`config.mk`:
```
export PLATFORM = sky130hd
export DESIGN_NAME = dmht_hit_counter
export DESIGN_NICKNAME = d
export VERILOG_FILES = /design/src/rtl/dmht_pkg.sv /design/src/rtl/dmht_hit_counter.sv
export SDC_FILE = /design/constraint.sdc
export NUM_CORES = 1
export LEC_CHECK = 0
export ABC_AREA = 1
export BUFFER_PORTS_ARGS = -buffer_cell sky130_fd_sc_hd__buf_2
export CAP_MARGIN = 20
export CORE_MARGIN = 4
export CORE_UTILIZATION = 50
export CTS_BUF_LIST = sky130_fd_sc_hd__clkbuf_16
export DETAILED_ROUTE_END_ITERATION = 8
export GPL_TIMING_DRIVEN = 0
export PLACE_DENSITY = 0.78
export SYNTH_ARGS = -nofsm -noshare
export SYNTH_HDL_FRONTEND = slang
export SYNTH_SLANG_ARGS = --single-unit
```
`constraint.sdc`:
```
create_clock -name clk_i -period 4.7 [get_ports clk_i]
set_clock_uncertainty 0.2 [all_clocks]
set_input_delay 0.235 -clock clk_i [delete_from_list [all_inputs] [get_ports clk_i]]
set_output_delay 0.235 -clock clk_i [all_outputs]
set_load 0.005 [all_outputs]
```
`src/rtl/dmht_pkg.sv`:
```
`timescale 1ns / 1ps
// Shared constants and types for the direct-mapped cache hit tracker.
package dmht_pkg;

  localparam int unsigned AddrW    = 32;
  localparam int unsigned OffsetW  = 5;
  localparam int unsigned LineW    = AddrW - OffsetW;
  localparam int unsigned SetW     = 10;
  localparam int unsigned Lines    = 1 << SetW;
  localparam int unsigned IdxMin   = 5;
  localparam int unsigned IdxMax   = 10;
  localparam int unsigned TagW     = LineW - IdxMin;
  localparam int unsigned CntW     = 32;
  localparam int unsigned CfgW     = 4;
  localparam int unsigned OutDataW = ((1 + 2 * CntW + 7) / 8) * 8;

  typedef enum logic {
    ST_CLEAR,
    ST_RUN
  } state_e;

  typedef struct packed {
    logic valid;
    logic hit;
  } cnt_upd_t;

  typedef struct packed {
    logic            we;
    logic [SetW-1:0] waddr;
    logic [TagW-1:0] wdata;
    logic            re;
    logic [SetW-1:0] raddr;
  } ram_req_t;

endpackage

```
`src/rtl/dmht_hit_counter.sv`:
```
`timescale 1ns / 1ps
// Saturating hit and access counters with the result output register.
module dmht_hit_counter (
  input  logic                              clk_i,
  input  logic                              rst_ni,
  input  dmht_pkg::cnt_upd_t                upd_i,
  input  logic                              out_ready_i,
  output logic                              out_valid_o,
  output logic                              hit_o,
  output logic [dmht_pkg::CntW-1:0]         hit_count_o,
  output logic [dmht_pkg::CntW-1:0]         access_count_o
);

  logic                      valid_q, valid_d;
  logic                      hit_q;
  logic [dmht_pkg::CntW-1:0] hits_q, hits_d;
  logic [dmht_pkg::CntW-1:0] acc_q, acc_d;

  always_comb begin
    hits_d  = hits_q;
    acc_d   = acc_q;
    valid_d = valid_q && !out_ready_i;
    if (upd_i.valid) begin
      valid_d = 1'b1;
      if (upd_i.hit && (hits_q != '1)) begin
        hits_d = hits_q + dmht_pkg::CntW'(1);
      end
      if (acc_q != '1) begin
        acc_d = acc_q + dmht_pkg::CntW'(1);
      end
    end
  end

  always_ff @(posedge clk_i or negedge rst_ni) begin
    if (!rst_ni) begin
      valid_q <= 1'b0;
      hits_q  <= '0;
      acc_q   <= '0;
    end else begin
      valid_q <= valid_d;
      hits_q  <= hits_d;
      acc_q   <= acc_d;
    end
  end

  always_ff @(posedge clk_i) begin
    if (upd_i.valid) begin
      hit_q <= upd_i.hit;
    end
  end

  assign out_valid_o    = valid_q;
  assign hit_o          = hit_q;
  assign hit_count_o    = hits_q;
  assign access_count_o = acc_q;

endmodule
```
# Word level (Yosys, flattened, before mapping)
# Index checks and enable logic that the tools add are counted.
[classes] n_addsub=2 mul=0 n_div=0 magnitude_cmp=0 n_eq_ne=2 shift=0 muxes=1 bitwise_logic=0 n_reduce_logical=5
[op_table] cell="32-bit by 1-bit adder with 32-bit output, second input constant" n=2
[op_table] cell="32-bit inequality test, second input constant" n=2
[op_table] cell="2-bit AND reduction" n=2
[op_table] cell="1-bit logical AND" n=2
[op_table] cell="1-bit logical NOT" n=1
[op_table] cell="1-bit 2-to-1 mux" n=1
[totals] ff_bits=66 latchBits=0 ram_bits=0 mem_bits_ro=0 input_bits=5 n_memories=0

# Depth between registers and ports, before layout
# Gate-level depths: netlist of run 1.
[depth] ltp_word=3 depth_mapped=11

# Worst setup path before layout of run 1
# No wires, ideal clock.
[synth_timing] path_type="reg-to-reg" from="register acc_q, in the netlist access_count_o[0]" to="register acc_q, in the netlist access_count_o[27]" setup_time_ns=0.116 t_arrival_ns=1.527 setup_slack_ns=2.857 stages_incl_launch_ff=12 period_less_slack_ns=1.843 cell_sequence="dfrtp_1 > ha_1 > inv_2 > nor2_1 > nand2_2 > nor2_4 > nand2_4 > nand2_8 > inv_4 > buf_6 > nand2_1 > nand2_1"
[synth_between] elab_chain_len=2
[synth_rtl] element="start, declared" line_no="dmht_hit_counter.sv:17" source="logic [dmht_pkg::CntW-1:0] acc_q, acc_d;"
[synth_rtl] element="start signal, assigned" line_no="dmht_hit_counter.sv:38" source="acc_q <= '0;"
[synth_rtl] element="start signal, assigned" line_no="dmht_hit_counter.sv:42" source="acc_q <= acc_d;"
[synth_rtl] element="branches (longest 2 deep; another with 32-bit by 1-bit adder with 32-bit output)"
# Parallel ways; which one is timed is not known.
# A chain may end at the register's enable or synchronous reset.

# Worst setup path after layout of run 1
[layout_timing] from="input port upd_i[1] in the netlist's numbering" to="register acc_q, in the netlist access_count_o[24]"
[layout_between] elab_chain_len=1
[layout_rtl] element="start, declared" line_no="dmht_hit_counter.sv:6" source="input dmht_pkg::cnt_upd_t upd_i,"
[layout_rtl] element="2-bit AND reduction (no line)"
# No other way between the ends.

==> metrics.txt, run 1 <==
status finished, final reports clean; H-tree depth 3; chip height 102 um; GRT Overall Usage 24.1%; Pleak 0.00264 uW; largest net degree at the start of global routing 66; Netlist cell types 28; Hold Path Depth 1; R2R Path End access_count_o[24]$_DFFE_PN0P_; RePlAce Congestion 0.924; Congestion Overflow GR 0; fmax 0.470 GHz; P&R area growth vs syn 18.8%; initial antenna violation count 0; dominant synthesized flop cell dfrtp_1; total setup buffers inserted after CTS 0; Async SR Flop Fraction 98.5%; PwrDens 295 nW/um^2; top cells by count, synth nand2_1, nor2_1, dfrtp_1, inv_1, nand3_1; drt first pass iters 5; Multi-input gate area 2430 um^2; WL final 11900 um; Area after DPL 4870 um^2; DRC 0; Detailed Place HPWL 8980 um; Synth top area share 37.0%; CP Capture Type register; Net Count, Synth 666; die width 102 um; Avg WL per Cell 14.0 um; setup repair after global routing missed its margin no; die area 10300 um^2; num rows 33; Crit Path Class in2reg; Layout Nets 750; Period Utilization, post-route 45.2%; Vias 4469; final setup TNS 0 ns; synthesized flop and latch total 66; Hold Path Origin upd_i[0]; Slew @ Worst Pin 0.834 ns; fraction of layout cells with a size suffix above 1 16.7%; sequential element share of the synthesized area 37.7%; Worst Path Max Fanout 8; Hold Violations, Final 0; PortBufs 70; Ys Warns 0; peak supply drop 0.215 mV; critical path required time 4.71 ns; vias in the first global route 4045; post-synth top area cell dfrtp_1; Worst Path Arrival 2.14 ns; I/O pin cnt 71; Detail Route Antenna Nets 0; clk slew on worst S/H paths 0.06 ns; Final Util 62.2%; max_slew headroom 44.4%; drt first-iter violations 337; CTS Root Cell clkbuf_16; R2R Path Start access_count_o[0]$_DFFE_PN0P_; CTS Buf Count 9; fin. max-slew vios 0; clk buf depth 2; worst hold path type in2reg; core area 8380 um^2; Setup crit start kind input pin; synthesized area per cell 6.66 um^2; top post-synthesis cells by area dfrtp_1, nand2_1, nor2_1; Max Cap Violations 0; Post-Synthesis Cell Area 4390 um^2; # clock sinks 66; minimum clock period 2.13 ns; fillers 793; post-route cell area 5220 um^2; clk_lat worst skew 0.33 ns; cell count of the worst reg-to-reg path 7; Syn Inst Count 659; antenna fix cells 0; Hold Path Sink hit_o$_DFFE_PP_; CTS tree yes; most numerous cell in the Yosys netlist nand2_1; # setup viols final 0; vias per cell 5.24; first-pass GRT wire length 19800 um; register area 1660 um^2; R2R Setup Slk 2.58 ns; Post-synth EDFFs 1; Initial Utilization 52.4%
==> final cells by class <==
type | count | share of cell area [%]
clock buffers | 9 | 4.32
repair buffers | 73 | 7.34
multi-input cells | 526 | 46.6
plain buffers | 12 | 1.80
clock inverters | 7 | 1.63
inverters | 55 | 4.01
well taps | 105 | 2.52
flip-flops and latches | 66 | 31.8
==> sequential cells by signal (all words and copies together) (netlist names) <==
| register | flops |
|---|---|
| hit_count_o | 32 |
| hit_o | 1 |
| access_count_o | 32 |
| out_valid_o | 1 |
==> timing repair <==
action / 4_1_cts / 5_1_grt
resized for setup: 0 / 0
endpoints found under the hold margin: 67 / 0
hold buffers: 3 / 0
endpoints found under the setup margin: 0 / 0
==> cell families (layout without fill, tap and decap cells) <==
group	count (synthesis)	count (layout)	share of synthesized area [%]
buffers and inverters	67	156	6.90
DFF	66	66	37.7
AOI/OAI and AO/OA	8	8	0.912
adders and majority gates	2	2	0.570
xor gates and xnor gates	23	23	4.59
and+or+nand+nor	493	493	49.3
==> stage by stage <==
step                setup WS [ns]  std cells  hold WS [ns]  total power [uW]
floorplan                    2.86        659        -0.261               761
global placement             2.64        834         0.226               834
detailed placement           2.61        834         0.195               841
CTS                          2.59        853        0.0394              1550
global route                 2.44        853        0.0537              1610
finish                       2.57        853        0.0504              1540
==> per-layer routing <==
| metal | part of all wire, % | wire length, um | global-route usage, % | vias up |
|---|---|---|---|---|
| li1 | - | - | - | 2226 |
| met1 | 50 | 5910 | 37.7 | 2090 |
| met2 | 43 | 5180 | 34.5 | 142 |
| met3 | 6.0 | 716 | 4.34 | 11 |
| met4 | 0.90 | 107 | 5.32 | 0 |
| met5 | 0 | 0 | 0 | - |
==> worst max-delay path, stage by stage <==
cell and delay (ns):
dlygate4sd3_1 0.52, buf_2 0.11, buf_4 0.20, inv_2 0.12, nor2_1 0.27, nand2_1 0.08
nor2_1 0.27, nand3_1 0.16, xor2_1 0.17
==> power by group <==
part | internal (uW) | switching [uW]
sequential | 606 | 55.2
combinational | 74.8 | 98.2
clock | 458 | 248
total | 1140 | 401
==> layout by cell type, fill, tap and decap left out, drive strengths merged <==
master	netlist	routed
edfxtp	1	1
and2	1	1
dfrtp	65	65
clkinvlp	0	1
clkinv	0	3
nand4	22	22
and3	2	2
dlygate4sd3	0	3
xor2	15	15
clkbuf	2	11
o21ai	7	7
a21oi	1	1
nor2	104	104
nor3	4	4
inv	55	56
nand2	306	306
nand3b	20	20
xnor2	8	8
buf	10	80
ha	2	2
nand3	34	34
bufinv	0	2
==> how the worst max path moves through the flow <==
stage                                       start                              to  slack [ns]
floorplan           access_count_o[0]$_DFFE_PN0P_  access_count_o[27]$_DFFE_PN0P_        2.86
global placement    access_count_o[0]$_DFFE_PN0P_  access_count_o[24]$_DFFE_PN0P_        2.64
detailed placement  access_count_o[0]$_DFFE_PN0P_  access_count_o[24]$_DFFE_PN0P_        2.61
CTS                                      upd_i[1]  access_count_o[24]$_DFFE_PN0P_        2.59
global route        access_count_o[0]$_DFFE_PN0P_  access_count_o[24]$_DFFE_PN0P_        2.44
finish                                   upd_i[1]  access_count_o[24]$_DFFE_PN0P_        2.57
Power figures use the tool's default switching activity.
==> run 2: changes to the inputs <==
- PLACE_DENSITY: 0.78 -> 0.81
- clock period: 4.7 -> 1.81 ns (I/O delays scaled with it)
==> run 2 against run 1 <==
Against the previous run: the flow now finishes with violations (setup timing); flip-flop and latch count did not move; hold slack improved by 0.010 ns; sequential share of layout area decreased by 2.9 points; cell area rose by 13%; critical endpoint is now hit_count_o[30]$_DFFE_PN0P_; combinational power grew to 3.7 times the previous value; count of clock-buffer cells in the layout unchanged; largest power group is now registers; via count grew 6.2%; die area unchanged; first-iteration DRC count rose by 1.5%; clock power is 140% higher.
==> metrics.txt, run 2 (same netlist as run 1, synthesis figures left out) <==
PwrDens 687 nW/um^2 (+130%); Setup crit start kind register; GRT Overall Usage 25.4% (+1.3 points); core area 8380 um^2 (unchanged); setup repair after global routing missed its margin yes; Final Util 70.0% (+7.8 points); Worst Path Max Fanout 7 (-1); CTS Buf Count 9 (unchanged); # setup viols final 11 (+11); Worst Path Arrival 1.90 ns (-0.24 ns); Avg WL per Cell 14.8 um (+6.0%); clk_lat worst skew 0.33 ns (about the same); Slew @ Worst Pin 0.830 ns (-0.00424 ns); Detail Route Antenna Nets 0 (unchanged); Final Worst Setup Slack -0.0199 ns (-2.59 ns); Detailed Place HPWL 9080 um (+1.1%); worst hold path type in2reg; R2R Setup Slk -0.02 ns (-2.60 ns); Hold Path Sink hit_count_o[0]$_DFFE_PN0P_; P&R area growth vs syn 33.6%; I/O pin cnt 71 (unchanged); WL final 13200 um (+11%); failing checks setup timing; R2R Path End hit_count_o[30]$_DFFE_PN0P_; RePlAce Congestion 0.922 (-0.26%); Hold Path Depth 4 (+3); Hold Violations, Final 0 (unchanged); Placed Cells incl. Taps 834 (unchanged); Hold Path Origin upd_i[1]; H-tree depth 3 (unchanged); CTS Root Cell clkbuf_16; vias per cell 5.31 (+1.3%); cell count of the worst reg-to-reg path 10 (+3); minimum clock period 1.83 ns; # clock sinks 66 (unchanged); die width 102 um (unchanged); chip height 102 um (unchanged); Period Utilization, post-route 101%; most frequent cells in the layout nand2_1, nor2_1, buf_2; max_slew headroom 44.7% (+0.28 points); drt first-iter violations 342 (+1.5%); critical path required time 1.88 ns (-2.83 ns); Max Cap Violations 0 (unchanged); PortBufs 70 (unchanged); commonest non-fill, non-tap cell in the layout nand2_1; clk buf depth 2 (unchanged); Vias 4748 (+6.2%); Place WS -0.200 ns (-2.81 ns); Layout Nets 793 (+5.7%); Crit Path Class reg2reg; die area 10300 um^2 (unchanged); largest net degree at the start of global routing 66 (unchanged); clk slew on worst S/H paths 0.06 ns (about the same); initial antenna violation count 0 (unchanged); DRC 0 (unchanged); Pleak 0.00290 uW (+10%); peak supply drop 0.588 mV (+170%); antenna fix cells 0 (unchanged); fin. max-slew vios 0 (unchanged); status finished with violations; fmax 0.546 GHz; first-pass GRT wire length 20700 um (+4.7%); num rows 33 (unchanged); non-filler cells, final 895 (+4.9%); fraction of layout cells with a size suffix above 1 31.5% (+15 points); Initial Utilization 52.4% (unchanged); drt first pass iters 5 (unchanged); CTS tree yes; Congestion Overflow GR 0 (unchanged); CP Capture Type register; R2R Path Start hit_count_o[0]$_DFFE_PN0P_; vias in the first global route 4302 (+6.4%)
## run 2: worst max path at each step
stage / startpoint / end / slack, ns / cells after the start
2_1_floorplan: hit_count_o[0]$_DFFE_PN0P_ / hit_count_o[7]$_DFFE_PN0P_ / 0.03 / 11
3_3_place_gp: hit_count_o[0]$_DFFE_PN0P_ / hit_count_o[7]$_DFFE_PN0P_ / -0.14 / 11
3_5_place_dp: hit_count_o[0]$_DFFE_PN0P_ / hit_count_o[30]$_DFFE_PN0P_ / -0.20 / 11
4_1_cts: hit_count_o[0]$_DFFE_PN0P_ / hit_count_o[31]$_DFFE_PN0P_ / -0.02 / 10
5_1_grt: hit_count_o[0]$_DFFE_PN0P_ / hit_count_o[2]$_DFFE_PN0P_ / -0.09 / 9
6_report: hit_count_o[0]$_DFFE_PN0P_ / hit_count_o[30]$_DFFE_PN0P_ / -0.02 / 10
## run 2: power by group
| part | internal [uW] | switching (uW) | leakage, uW |
|---|---|---|---|
| logic | 306 | 342 | 0.00192 |
| registers | 1580 | 145 | 0.000844 |
| clock network | 1040 | 620 | 0.000139 |
| total | 2920 | 1110 | 0.00290 |
## run 2: metrics by stage
stage	power [uW]	hold WS [ns]	setup TNS [ns]	instance area, um^2
floorplan	1990	-0.405	0	4400
global placement	2180	0.0816	-5.29	4880
detailed placement	2210	0.0469	-8.79	4890
CTS	3940	0.0418	-0.0230	5370
global route	4200	0.0769	-1.92	5870
finish	4030	0.0608	-0.104	5870
## run 2: cell type report
cell class | count | area (um^2)
multi-input cells | 526 | 2670
fillers | 654 | 2510
flip-flops and latches | 66 | 1690
repair buffers | 117 | 776
clock buffers | 9 | 225
inverters | 55 | 209
well taps | 105 | 131
plain buffers | 11 | 108
clock inverters | 6 | 50.0
## run 2: timing repair
action | 4_1_cts | 5_1_grt
resized for setup | 23 | 92
endpoints found under the hold margin | 71 | 0
hold buffers | 4 | 0
gates cloned | 0 | 3
endpoints found under the setup margin | 63 | 62
setup buffers | 14 | 26
pin swaps | 6 | 26
## run 2: per-layer routing
layer	vias to the layer above	share of wire, %	GRT usage [%]	wire, um
met3	20	7.0	4.48	922
met1	2227	46	37.2	6120
met5	-	0	0	0
met2	189	45	38.4	6010
met4	0	1.5	7.67	193
li1	2312	-	-	-
## run 2: worst max-delay path: stages, from the launching register on
cell and delay [ns]:
dfrtp_1 0.40, ha_4 0.17, nand2_2 0.06, nor2_4 0.16, nand2_4 0.09, nor2_4 0.14
nand2_4 0.10, nand3_4 0.16, clkbuf_16 0.18, nand2_1 0.04, nand2_1 0.07
